[src/rtl/assert_macros.svh]
// Assertion macros shared by the smoother RTL.
// Depends on nothing; the bodies are empty when SYNTH is defined.
`ifndef ASSERT_MACROS_SVH
`define ASSERT_MACROS_SVH

`ifndef SYNTH
// Checks a property under reset disable.
`define AWS_ASSERT(lbl, clk, rstn, prop, msg) \
  lbl: assert property (@(posedge clk) disable iff (!rstn) (prop)) else $error(msg);
// Checks that the consequent holds in the same cycle as the antecedent.
`define AWS_ASSERT_IMP(lbl, clk, rstn, ante, cons, msg) \
  lbl: assert property (@(posedge clk) disable iff (!rstn) (ante) |-> (cons)) else $error(msg);
// Checks that the consequent holds in the cycle after the antecedent.
`define AWS_ASSERT_NXT(lbl, clk, rstn, ante, cons, msg) \
  lbl: assert property (@(posedge clk) disable iff (!rstn) (ante) |=> (cons)) else $error(msg);
`else
`define AWS_ASSERT(lbl, clk, rstn, prop, msg)
`define AWS_ASSERT_IMP(lbl, clk, rstn, ante, cons, msg)
`define AWS_ASSERT_NXT(lbl, clk, rstn, ante, cons, msg)
`endif

`endif

[src/rtl/aws_pkg.sv]
// Package of the adaptive weighted smoother: default width and the
// command and status structs between controller and datapath. No dependencies.
`timescale 1ns / 1ps

package aws_pkg;

  localparam int SAMPLE_BITS_DEF = 16;

  typedef struct packed {
    logic load;
    logic prep;
    logic mul_a;
    logic mul_b;
    logic sum;
    logic div_init;
    logic div_step;
    logic commit;
  } aws_cmd_t;

  typedef struct packed {
    logic first;
    logic div_last;
  } aws_sts_t;

endpackage

[src/rtl/aws_ctrl.sv]
// Sequencer of the smoother: steps one word through prepare, multiply, sum
// and divide, and commits it when the output register is free. Uses aws_pkg.
`timescale 1ns / 1ps
`include "assert_macros.svh"

module aws_ctrl (
  input  logic              clk_i,
  input  logic              rst_ni,
  input  logic              in_valid_i,
  output logic              in_ready_o,
  input  logic              out_free_i,
  input  aws_pkg::aws_sts_t sts_i,
  output aws_pkg::aws_cmd_t cmd_o
);
  import aws_pkg::*;

  localparam logic [2:0] ST_IDLE  = 3'd0;
  localparam logic [2:0] ST_PREP  = 3'd1;
  localparam logic [2:0] ST_MUL1  = 3'd2;
  localparam logic [2:0] ST_MUL2  = 3'd3;
  localparam logic [2:0] ST_SUM   = 3'd4;
  localparam logic [2:0] ST_DINIT = 3'd5;
  localparam logic [2:0] ST_DIV   = 3'd6;
  localparam logic [2:0] ST_DONE  = 3'd7;

  logic [2:0] state_q, state_d;

  always_comb begin
    state_d    = state_q;
    cmd_o      = '0;
    in_ready_o = 1'b0;
    case (state_q)
      ST_IDLE: begin
        in_ready_o = 1'b1;
        if (in_valid_i) begin
          cmd_o.load = 1'b1;
          state_d    = ST_PREP;
        end
      end
      ST_PREP: begin
        // A first word needs no blend and goes straight to commit.
        if (sts_i.first) begin
          state_d = ST_DONE;
        end else begin
          cmd_o.prep = 1'b1;
          state_d    = ST_MUL1;
        end
      end
      ST_MUL1: begin
        cmd_o.mul_a = 1'b1;
        state_d     = ST_MUL2;
      end
      ST_MUL2: begin
        cmd_o.mul_b = 1'b1;
        state_d     = ST_SUM;
      end
      ST_SUM: begin
        cmd_o.sum = 1'b1;
        state_d   = ST_DINIT;
      end
      ST_DINIT: begin
        cmd_o.div_init = 1'b1;
        state_d        = ST_DIV;
      end
      ST_DIV: begin
        cmd_o.div_step = 1'b1;
        if (sts_i.div_last) begin
          state_d = ST_DONE;
        end
      end
      ST_DONE: begin
        if (out_free_i) begin
          cmd_o.commit = 1'b1;
          state_d      = ST_IDLE;
        end
      end
      default: begin
        state_d = ST_IDLE;
      end
    endcase
  end

  always_ff @(posedge clk_i or negedge rst_ni) begin
    if (!rst_ni) begin
      state_q <= ST_IDLE;
    end else begin
      state_q <= state_d;
    end
  end

  `AWS_ASSERT_IMP(a_commit_free, clk_i, rst_ni, cmd_o.commit, out_free_i,
                  "commit issued while the output register is occupied")
  `AWS_ASSERT(a_cmd_onehot, clk_i, rst_ni, $onehot0(cmd_o),
              "more than one datapath command in a cycle")

endmodule

[config.mk]
export PLATFORM = sky130hd
export DESIGN_NAME = aws_ctrl
export DESIGN_NICKNAME = d
export VERILOG_FILES = /design/src/rtl/aws_pkg.sv /design/src/rtl/aws_ctrl.sv
export VERILOG_INCLUDE_DIRS = /design/src /design/src/rtl
export SDC_FILE = /design/constraint.sdc
export NUM_CORES = 1
export LEC_CHECK = 0
export BUFFER_PORTS_ARGS = -buffer_cell sky130_fd_sc_hd__buf_2
export CAP_MARGIN = 10
export CORE_AREA = 2 2 39 41
export CTS_CLUSTER_SIZE = 12
export DETAILED_ROUTE_END_ITERATION = 6
export DIE_AREA = 0 0 41 43
export PLACE_DENSITY = 0.49
export SLEW_MARGIN = 40
export SYNTH_ARGS = -nofsm -noshare
export SYNTH_HDL_FRONTEND = slang
export SYNTH_SLANG_ARGS = --single-unit
[constraint.sdc]
create_clock -name clk_i -period 2.3 [get_ports clk_i]
set_clock_uncertainty 0.15 [all_clocks]
set_input_delay 0.23 -clock clk_i [delete_from_list [all_inputs] [get_ports clk_i]]
set_output_delay 0.23 -clock clk_i [all_outputs]
set_load 0.005 [all_outputs]
==> results.txt, run 1 <==
status -> completed
Simple-Gate Fraction of Synth Area -> 48.6%
sequential share of the synthesized area -> 32.8%
internal power -> 231 uW
hold path cells -> 3
area share of the largest cell type after synthesis -> 32.8%
FF+latch count, synth -> 3
Async SR Flop Fraction -> 100%
# DRC -> 0
row count -> 14
via count -> 264
deepest clock path buffer count -> 2
R2R Path End -> state_q[0]
EDFF count, synth -> 0
switching pwr -> 165 uW
Reg with most FFs -> state_q
FF/Latch Area -> 75.1 sq um
WP data required -> 1.92 ns
setup_tns -> 0 ns
Worst Setup End Kind -> primary output
Final Critical Period -> 1.64 ns
largest family of logic cells by synthesized area -> simple AND/OR/NAND/NOR gates
first-pass GRT wire length -> 897 um
die height -> 43 um
r2r worst-path depth -> 2
Worst Path Buf+Inv -> 1
critical path arrival -> 1.26 ns
design area -> 340 sq um
postcts setup bufs -> 0
Final GP Congestion -> 0.688
synth-to-layout area growth -> 48.6%
vias per cell -> 4.40
Antenna Cells -> 0
slew at the pin with the worst max-slew slack -> 0.381 ns
# setup viols final -> 0
hpwl dp -> 406 um
Gate power share -> 37.4%
total power -> 396 uW
Inserted Clock Buffers -> 3
crit start category -> flip-flop
CTS tree -> yes
Yosys Warn Count -> 0
unrepaired setup endpoints after global routing -> no
synthesized instance count -> 28
initial antenna violation count -> 0
Leak -> 0.171 nW
Max Cap Viol -> 0
Placed Area -> 304 sq um
synth top area cells -> dfrtp_1 (33%), buf_2 (6.6%), nor3b_1 (6.6%), and2_1 (5.5%), a21oi_1 (4.4%)
Clk pwr share -> 24.0%
DRT Pass-1 Iters -> 2
port bufs -> 14
number of routed nets with antenna violations -> 0
Clock Pin Slew Worst Setup and Hold Paths -> 0.04 ns
multi-input logic area -> 135 sq um
overall routing resource usage -> 8.06%
crit-path leading delay family -> flip-flops
Synth Area in XOR/XNOR -> 0%
vias in the first global route -> 205
post-synth top area cell -> dfrtp_1
top flop regs -> state_q: 3 flops
min-delay src -> out_free_i
Slew headroom -> 74.6%
core area -> 1380 sq um
Wirelength per Cell -> 9.40 um
clk sinks -> 3
HP Class -> input pin to flip-flop
Post-layout nets -> 51
Slew Limit Fails -> 0
Top FF cell, synth -> dfrtp_1
mux contribution to synthesized area -> 0%
Synth Area in Adders -> 0%
root buffer cell -> clkbuf_4
die width -> 41 um
Yosys cell types -> 19
pwr dens -> 1160 nW/um^2
H-tree levels -> 1
Switching Fraction -> 41.8%
fraction of layout cells with a size suffix above 1 -> 38.6%
Worst path slowest cell -> dfrtp_1
syn nets -> 34
largest net degree at the start of global routing -> 16
WL final -> 564 um
Mean Syn Cell Area -> 8.18 sq um
Initial Utilization -> 16.5%
complex-gate fraction of the synthesized area -> 10.4%
crit path kind -> flip-flop to primary output
Tcrit/Tclk final -> 71.2%
Cell Chain, Critical Path -> nor3_1 -> and2_1 -> buf_2
Peak VDD IR -> 0.000277 V
Slowest Stage Delay on Critical Path -> 0.50 ns
fill count -> 162
Worst R2R Start -> state_q[1]
critical path peak fanout -> 14
internal reg-to-reg setup slack -> 0.86 ns
GR Overflow Total -> 0
die area -> 1760 sq um
register share of total power -> 38.6%
Min-Delay Endpoint -> state_q[1]
Post-Syn Area -> 229 sq um
Ports -> 15
max FFs per register -> 3
Hold Violations, Final -> 0
Worst-Skew Late Latency -> 0.24 ns
Iter 0 DRT Violations -> 5
Max Clk Rate -> 611 MHz
top post-synthesis cells by count -> buf_2 (3), dfrtp_1 (3)
[cell type report]
class,count,share of cell area [%]
clock buffer,4,7.72
sequential,3,22.1
timing repair buffer,15,23.5
inverter,1,1.10
tap,16,5.88
multi-input combinational,21,39.7
[cell usage in the layout, fill, tap and decap left out, drive strengths merged]
| cell type | n |
|---|---|
| a21oi | 2 |
| nor4 | 1 |
| inv | 1 |
| nand3b | 1 |
| dfrtp | 3 |
| and3 | 1 |
| o21ai | 1 |
| buf | 14 |
| a311oi | 1 |
| nor2 | 2 |
| clkbuf | 4 |
| nor4b | 1 |
| nor3b | 2 |
| or3b | 1 |
| dlygate4sd3 | 1 |
| nor4bb | 1 |
| and4 | 1 |
| nor3 | 2 |
| nand2 | 1 |
| and2 | 2 |
| nand2b | 1 |
[logic make-up (layout without fill, tap and decap cells)]
logic type	count (synthesis)	in the layout
buffers and inverters	4	20
flip-flops	3	3
AND/OR/NAND/NOR	17	17
AO/OA/AOI/OAI	4	4
[metal layers]
layer	part of all wire [%]	vias to the layer above	track usage [%]
met2	43	9	8.44
met3	8.3	2	4.71
met1	46	119	11.4
li1	-	134	-
met4	2.0	0	6.00
met5	0	-	0
[through the flow]
stage | instances | hold slack, ns | utilization [%] | setup slack (ns)
floorplan | 28 | -0.216 | - | 1.02
global placement | 55 | -0.120 | 22.0 | 0.901
detailed placement | 55 | -0.122 | 22.0 | 0.880
CTS | 60 | 0.131 | 24.6 | 0.658
global route | 60 | 0.148 | 24.6 | 0.536
finish | 60 | 0.137 | 24.6 | 0.662
[worst register-to-register path: cells and delay by family, from the launching register on]
kind	cells	cell delay, ns
flip-flops	1	0.50
AND/OR/NAND/NOR	1	0.42
AO/OA/AOI/OAI	1	0.28
[timing repair]
item,4_1_cts,5_1_grt
hold endpoints to repair,3,0
hold buffers,1,0
gates resized for setup,0,0
[power groups by stage]
stage                     sequential [mW]  combinational (mW)  clock [mW]
after global routing                0.167               0.167       0.106
final                               0.153               0.148      0.0951
after detailed placement            0.153               0.149           0
after global placement              0.151               0.149           0
after CTS                           0.153               0.152      0.0983
after floorplan                    0.0959               0.152           0
[how the worst max path moves through the flow]
stage / start / endpoint / slack, ns / cells past startpoint
floorplan: state_q[1] / cmd_o[6] / 1.02 / 2
global placement: state_q[1] / state_q[0] / 0.90 / 2
detailed placement: state_q[1] / state_q[0] / 0.88 / 2
CTS: state_q[0] / cmd_o[7] / 0.66 / 3
global route: state_q[1] / cmd_o[7] / 0.54 / 3
finish: state_q[0] / cmd_o[7] / 0.66 / 3
Power figures use the tool's default switching activity.
==> run 2, diff against run 1 <==
--- a/config.mk
+++ b/config.mk
@@ -12,7 +12,7 @@
 export CTS_CLUSTER_SIZE = 12
 export DETAILED_ROUTE_END_ITERATION = 6
 export DIE_AREA = 0 0 41 43
-export PLACE_DENSITY = 0.49
+export PLACE_DENSITY = 0.5
 export SLEW_MARGIN = 40
 export SYNTH_ARGS = -nofsm -noshare
 export SYNTH_HDL_FRONTEND = slang
==> constraint.sdc (replaced) <==
create_clock -name clk_i -period 1.4 [get_ports clk_i]
set_clock_uncertainty 0.15 [all_clocks]
set_input_delay 0.14 -clock clk_i [delete_from_list [all_inputs] [get_ports clk_i]]
set_output_delay 0.14 -clock clk_i [all_outputs]
set_load 0.005 [all_outputs]
==> run 2 against run 1 <==
Against the previous run:
- the run now ends with negative setup slack left
- non-clock buffer count grew 12
- routed wire length is 46% higher
- register-to-register slack got worse by 0.81 ns
- power rose to 2.7 times the previous value
- worst hold slack lost 0.081 ns
- final cell count is 20% higher
- critical path type unchanged
- critical endpoint is now cmd_o[6]
- highest routed layer is now met3
==> results.txt, run 2 (synthesized netlist as in run 1, its figures left out) <==
most frequent cells in the layout -> buf_2 (14), buf_4 (8), buf_6 (4)
port bufs -> 14 (unchanged)
Final Critical Period -> 1.46 ns
most common cell after layout, fill and taps aside -> buf_2
crit-path leading delay family -> flip-flops
Clock Pin Slew Worst Setup and Hold Paths -> 0.04 ns (about the same)
Antenna Cells -> 0 (unchanged)
switching pwr -> 400 uW (+140%)
Worst Slack Setup Final -> -0.0550 ns (-0.717 ns)
HP Class -> input pin to flip-flop
pwr dens -> 2080 nW/um^2 (+78%)
Worst-Skew Late Latency -> 0.23 ns (about the same)
die height -> 43 um (unchanged)
Slowest Stage Delay on Critical Path -> 0.42 ns (-0.08 ns)
Iter 0 DRT Violations -> 2 (-3)
initial antenna violation count -> 0 (unchanged)
Max Clk Rate -> 687 MHz
Slew Limit Fails -> 0 (unchanged)
WP data required -> 1.11 ns (-0.81 ns)
slew at the pin with the worst max-slew slack -> 0.249 ns (-0.132 ns)
met1 wire length -> 286 um (+9.2%)
critical path arrival -> 1.17 ns (-0.09 ns)
dpl ws -> -0.0232 ns (-0.903 ns)
fill count -> 157 (-3.1%)
vias per cell -> 4.29 (-2.5%)
Post-layout nets -> 63 (+24%)
crit path kind -> flip-flop to primary output
DR top layer -> met3
Worst Setup End Kind -> primary output
Wirelength per Cell -> 11.5 um (+22%)
row count -> 14 (unchanged)
Worst Path Buf+Inv -> 2 (+1)
Tcrit/Tclk final -> 104%
unrepaired setup endpoints after global routing -> yes
CTS tree -> yes
Ports -> 15 (unchanged)
Peak VDD IR -> 0.000698 V (+150%)
crit start category -> flip-flop
Cell Chain, Critical Path -> buf_6 -> nor4b_4 -> buf_2
status -> finished with violations
top flop regs -> state_q: 3 flops
met3 routed WL -> 21 um (-55%)
core area -> 1380 sq um (unchanged)
root buffer cell -> clkbuf_4
Clk pwr share -> 14.1% (-9.9 points)
WL final -> 825 um (+46%)
Reg with most FFs -> state_q
Inserted Clock Buffers -> 3 (unchanged)
GR Overflow Total -> 0 (unchanged)
Switching Fraction -> 38.1% (-3.7 points)
overall routing resource usage -> 9.57% (+1.5 points)
first-pass GRT wire length -> 1130 um (+26%)
fraction of layout cells with a size suffix above 1 -> 71.4% (+33 points)
Initial Utilization -> 16.5% (unchanged)
number of routed nets with antenna violations -> 0 (unchanged)
Gate power share -> 64.8% (+27 points)
Final GP Congestion -> 0.685 (-0.39%)
critical path peak fanout -> 4 (-10)
clk sinks -> 3 (unchanged)
vias in the first global route -> 277 (+35%)
met2 wire len -> 518 um (+110%)
max FFs per register -> 3 (unchanged)
DRT Pass-1 Iters -> 2 (unchanged)
Slew headroom -> 83.2% (+8.6 points)
deepest clock path buffer count -> 2 (unchanged)
H-tree levels -> 1 (unchanged)
register share of total power -> 21.1% (-18 points)
via count -> 309 (+17%)
die area -> 1760 sq um (unchanged)
Final Hold Slack -> 0.0563 ns (-0.0807 ns)
die width -> 41 um (unchanged)
Max Cap Viol -> 0 (unchanged)
Worst path slowest cell -> dfrtp_2
largest net degree at the start of global routing -> 9 (-7)
Hold Violations, Final -> 0 (unchanged)
# DRC -> 0 (unchanged)
internal power -> 652 uW (+180%)
failing checks -> negative setup slack
# setup viols final -> 5 (+5)
Leak -> 0.246 nW (+44%)
synth-to-layout area growth -> 121%
==> run 2: worst paths after layout <==
check	start	end	slack (ns)	depth (start not counted)
hold reg to reg	state_q[2]	state_q[0]	0.51	2
setup reg to reg	state_q[1]	state_q[0]	0.05	2
min in group asynchronous	rst_ni	state_q[0]	0.09	2
hold / removal	out_free_i	state_q[1]	0.06	3
setup / recovery	state_q[2]	cmd_o[6]	-0.06	3
max in group asynchronous	rst_ni	state_q[2]	0.89	2
==> run 2: power groups by stage <==
stage,Clock (mW),Sequential [mW],Combinational [mW]
after detailed placement,0,0.197,0.370
after global placement,0,0.193,0.366
after global routing,0.170,0.232,0.736
after floorplan,0,0.158,0.250
after CTS,0.160,0.213,0.630
final,0.148,0.222,0.682
==> run 2: per-layer routing <==
metal / global-route usage, % / vias up
met5: 0 / -
met4: 6.00 / 0
met3: 1.57 / 0
met2: 15.6 / 3
met1: 10.7 / 148
li1: - / 158
==> run 2: what timing repair did <==
item / in CTS / in global routing
pin swaps: 4 / 0
endpoints found under the setup margin: 9 / 9
buffers inserted: 9 / 0
cloned: 0 / 0
gates resized for setup: 12 / 6
endpoints found under the hold margin: 3 / 0
hold buffers: 1 / 0
==> run 2: stage by stage <==
stage | setup TNS [ns] | cells | utilization, % | cell area (sq um) | power [mW]
2_1_floorplan | 0 | 28 | - | 229 | 0.408
3_3_place_gp | 0 | 58 | 23.6 | 327 | 0.558
3_5_place_dp | -0.0232 | 58 | 23.6 | 327 | 0.567
4_1_cts | -0.153 | 72 | 34.4 | 477 | 1.00
5_1_grt | -0.584 | 72 | 36.6 | 507 | 1.14
6_report | -0.111 | 72 | 36.6 | 507 | 1.05
==> run 2: final cells by class <==
class / count / area, sq um / share of cell area [%]
multi-input cells: 21 / 190 / 37.5
clock buffers: 4 / 26.3 / 5.19
repair buffers: 27 / 185 / 36.5
inverters: 1 / 6.26 / 1.23
well taps: 16 / 20.0 / 3.95
flip-flops and latches: 3 / 78.8 / 15.6
==> run 2: worst reg2reg max path, stage by stage, from the launching register on <==
cell	delay [ns]
dfrtp_2	0.46
or3b_1	0.40
a311oi_2	0.23
==> run 3, diff against run 2 <==
--- a/config.mk
+++ b/config.mk
@@ -6,13 +6,15 @@
 export SDC_FILE = /design/constraint.sdc
 export NUM_CORES = 1
 export LEC_CHECK = 0
+export ABC_AREA = 1
 export BUFFER_PORTS_ARGS = -buffer_cell sky130_fd_sc_hd__buf_2
 export CAP_MARGIN = 10
 export CORE_AREA = 2 2 39 41
 export CTS_CLUSTER_SIZE = 12
 export DETAILED_ROUTE_END_ITERATION = 6
 export DIE_AREA = 0 0 41 43
-export PLACE_DENSITY = 0.5
+export PLACE_DENSITY = 0.53
+export SETUP_SLACK_MARGIN = 0.02
 export SLEW_MARGIN = 40
 export SYNTH_ARGS = -nofsm -noshare
 export SYNTH_HDL_FRONTEND = slang
==> run 3 against run 2 <==
Against the previous run:
- the flow now finishes without violations
- clock power up 3%
- core utilization down 5.1 points
- synthesized area up 17%
- sequential power up 18%
- flip-flop and latch count unchanged
- largest power group unchanged
==> results.txt, run 3 <==
Inserted Clock Buffers -> 3 (unchanged)
Leak -> 0.267 nW (+8.4%)
Slew headroom -> 86.4% (+3.2 points)
sequential share of the synthesized area -> 27.9% (-4.9 points)
largest net degree at the start of global routing -> 9 (unchanged)
WL final -> 709 um (-14%)
largest family of logic cells by synthesized area -> simple AND/OR/NAND/NOR gates
critical path arrival -> 1.11 ns (-0.06 ns)
multi-input logic area -> 171 sq um (-9.9%)
Worst R2R Start -> state_q[1]
die width -> 41 um (unchanged)
status -> completed
Async SR Flop Fraction -> 100% (unchanged)
internal reg-to-reg setup slack -> 0.15 ns (+0.10 ns)
Max Cap Viol -> 0 (unchanged)
complex-gate fraction of the synthesized area -> 5.58% (-4.8 points)
pwr dens -> 2240 nW/um^2 (+7.8%)
vias per cell -> 4.01 (-6.5%)
most common cell in the netlist -> nand2_1
register share of total power -> 26.7% (+5.6 points)
Final Critical Period -> 1.40 ns (-0.0599 ns)
fraction of layout cells with a size suffix above 1 -> 54.5% (-17 points)
most frequent cells in the layout -> buf_2 (14), nand2_1 (11), nor2_1 (6)
crit start category -> flip-flop
first-pass GRT wire length -> 1190 um (+4.9%)
# setup viols final -> 0 (-5)
Synth Area in Adders -> 0% (unchanged)
HP Class -> input pin to async pin
Cell Chain, Critical Path -> buf_4 -> nor3_2 -> buf_2
EDFF count, synth -> 0 (unchanged)
Final GP Congestion -> 0.792 (+16%)
max FFs per register -> 3 (unchanged)
Simple-Gate Fraction of Synth Area -> 50.7% (+2.1 points)
Slew Limit Fails -> 0 (unchanged)
FF+latch count, synth -> 3 (unchanged)
switching pwr -> 461 uW (+15%)
Antenna Cells -> 0 (unchanged)
row count -> 14 (unchanged)
CTS tree -> yes
slew at the pin with the worst max-slew slack -> 0.205 ns (-0.0440 ns)
Hold Violations, Final -> 0 (unchanged)
Post-Syn Area -> 269 sq um (+17%)
internal power -> 516 uW (-21%)
Mean Syn Cell Area -> 5.98 sq um (-27%)
Wirelength per Cell -> 8.65 um (-25%)
design area -> 437 sq um (-14%)
mux contribution to synthesized area -> 0% (unchanged)
number of routed nets with antenna violations -> 0 (unchanged)
critical path peak fanout -> 6 (+2)
via count -> 329 (+6.5%)
initial antenna violation count -> 0 (unchanged)
top post-synthesis cells by count -> nand2_1 (13), inv_1 (7), nor2_1 (6), dfrtp_1 (3), nor2_2 (3)
Placed Area -> 347 sq um (+6.1%)
most common cell after layout, fill and taps aside -> buf_2
core area -> 1380 sq um (unchanged)
synth top area cells -> dfrtp_1 (28%), nand2_1 (18%), inv_1 (9.8%), nor2_1 (8.4%), nand3_2 (7.4%)
Switching Fraction -> 47.2% (+9.1 points)
setup_tns -> 0 ns (+0.111 ns)
H-tree levels -> 1 (unchanged)
synth-to-layout area growth -> 62.3%
WP data required -> 1.11 ns (about the same)
Initial Utilization -> 19.4% (+2.9 points)
# DRC -> 0 (unchanged)
Synth Area in XOR/XNOR -> 0% (unchanged)
unrepaired setup endpoints after global routing -> yes
syn nets -> 51 (+50%)
port bufs -> 14 (unchanged)
Gate power share -> 57.7% (-7.1 points)
r2r worst-path depth -> 5 (+3)
post-synth top area cell -> dfrtp_1
clk sinks -> 3 (unchanged)
synthesized instance count -> 45 (+61%)
Reg with most FFs -> state_q
Ports -> 15 (unchanged)
GR Overflow Total -> 0 (unchanged)
FF/Latch Area -> 78.8 sq um (unchanged)
Slowest Stage Delay on Critical Path -> 0.45 ns (+0.03 ns)
vias in the first global route -> 309 (+12%)
crit path kind -> flip-flop to primary output
Iter 0 DRT Violations -> 5 (+3)
area share of the largest cell type after synthesis -> 27.9% (-4.9 points)
hpwl dp -> 497 um
Yosys cell types -> 14 (-5)
Clock Pin Slew Worst Setup and Hold Paths -> 0.04 ns (about the same)
Worst path slowest cell -> dfrtp_2
Max Clk Rate -> 717 MHz (+4.3%)
die height -> 43 um (unchanged)
Yosys Warn Count -> 0 (unchanged)
fill count -> 166 (+5.7%)
Worst-Skew Late Latency -> 0.23 ns (about the same)
Top FF cell, synth -> dfrtp_1
R2R Path End -> state_q[1]
Peak VDD IR -> 0.000554 V (-21%)
die area -> 1760 sq um (unchanged)
Tcrit/Tclk final -> 99.7% (-4.3 points)
Worst Setup End Kind -> primary output
fin util -> 31.6% (-5.1 points)
overall routing resource usage -> 10.1% (+0.50 points)
DRT Pass-1 Iters -> 4 (+2)
Clk pwr share -> 15.7% (+1.6 points)
root buffer cell -> clkbuf_4
deepest clock path buffer count -> 2 (unchanged)
Post-layout nets -> 73 (+16%)
top flop regs -> state_q: 3 flops
==> run 3: cell count changes in the layout (fill, tap and decap cells not counted), sizes merged, moves of 2 or more <==
cell | before | now
nor2 | 2 | 9
nor3b | 2 | 0
nand2 | 1 | 13
nand3 | 0 | 4
and2 | 2 | 0
buf | 26 | 18
inv | 1 | 8
==> run 3: kinds of logic after synthesis <==
group | count (synthesis)
buf+inv | 10
simple gates | 29
compound gates | 3
flops | 3
==> run 3: layout make-up <==
class	count	share of cell area, %
multi-input combinational	32	39.3
inverter	8	6.88
sequential	3	18.1
clock buffer	4	6.02
tap	16	4.58
timing repair buffer	19	25.2
==> run 3: how the worst max path moves through the flow <==
stage	startpoint	to
final	state_q[1]	cmd_o[3]
after global routing	state_q[1]	cmd_o[0]
after CTS	state_q[1]	cmd_o[6]
after detailed placement	state_q[1]	state_q[1]
after global placement	state_q[2]	state_q[1]
after floorplan	state_q[1]	state_q[1]
==> run 3: metrics by stage <==
| step | worst slack, ns | hold slack (ns) | total power [mW] | instances |
|---|---|---|---|---|
| after floorplan | 0.233 | -0.306 | 0.545 | 45 |
| final | 0.00485 | 0.0827 | 0.977 | 82 |
| after CTS | -0.00714 | 0.0741 | 0.947 | 81 |
| after global placement | 0.187 | -0.213 | 0.658 | 73 |
| after detailed placement | 0.171 | -0.212 | 0.668 | 73 |
| after global routing | -0.0630 | 0.0819 | 1.08 | 82 |
==> run 3: critical path: cells and delay by family (launching register included) <==
kind / cells / cell delay [ns]
buffers and inverters: 2 / 0.29
and+or+nand+nor: 1 / 0.13
DFF: 1 / 0.45
==> run 3: power groups by stage <==
stage          sequential [mW]  combinational [mW]  clock [mW]
2_1_floorplan            0.163               0.382           0
3_3_place_gp             0.232               0.426           0
3_5_place_dp             0.240               0.428           0
4_1_cts                  0.260               0.528       0.159
5_1_grt                  0.279               0.631       0.171
6_report                 0.261               0.564       0.153
==> run 3: repair_timing <==
| action | 4_1_cts | 5_1_grt |
|---|---|---|
| pin swaps | 1 | 1 |
| setup buffers | 3 | 1 |
| endpoints found under the hold margin | 3 | 0 |
| endpoints found under the setup margin | 7 | 9 |
| gates cloned | 0 | 0 |
| resized for setup | 8 | 2 |
| hold buffers | 1 | 0 |
==> run 3: metal layers <==
layer  up-vias  wire length, um  track usage (%)
li1        179                -                -
met1       140              334             14.6
met2        10              327             12.5
met3         0               47             1.57
met4         0                0             8.00
met5         -                0                0
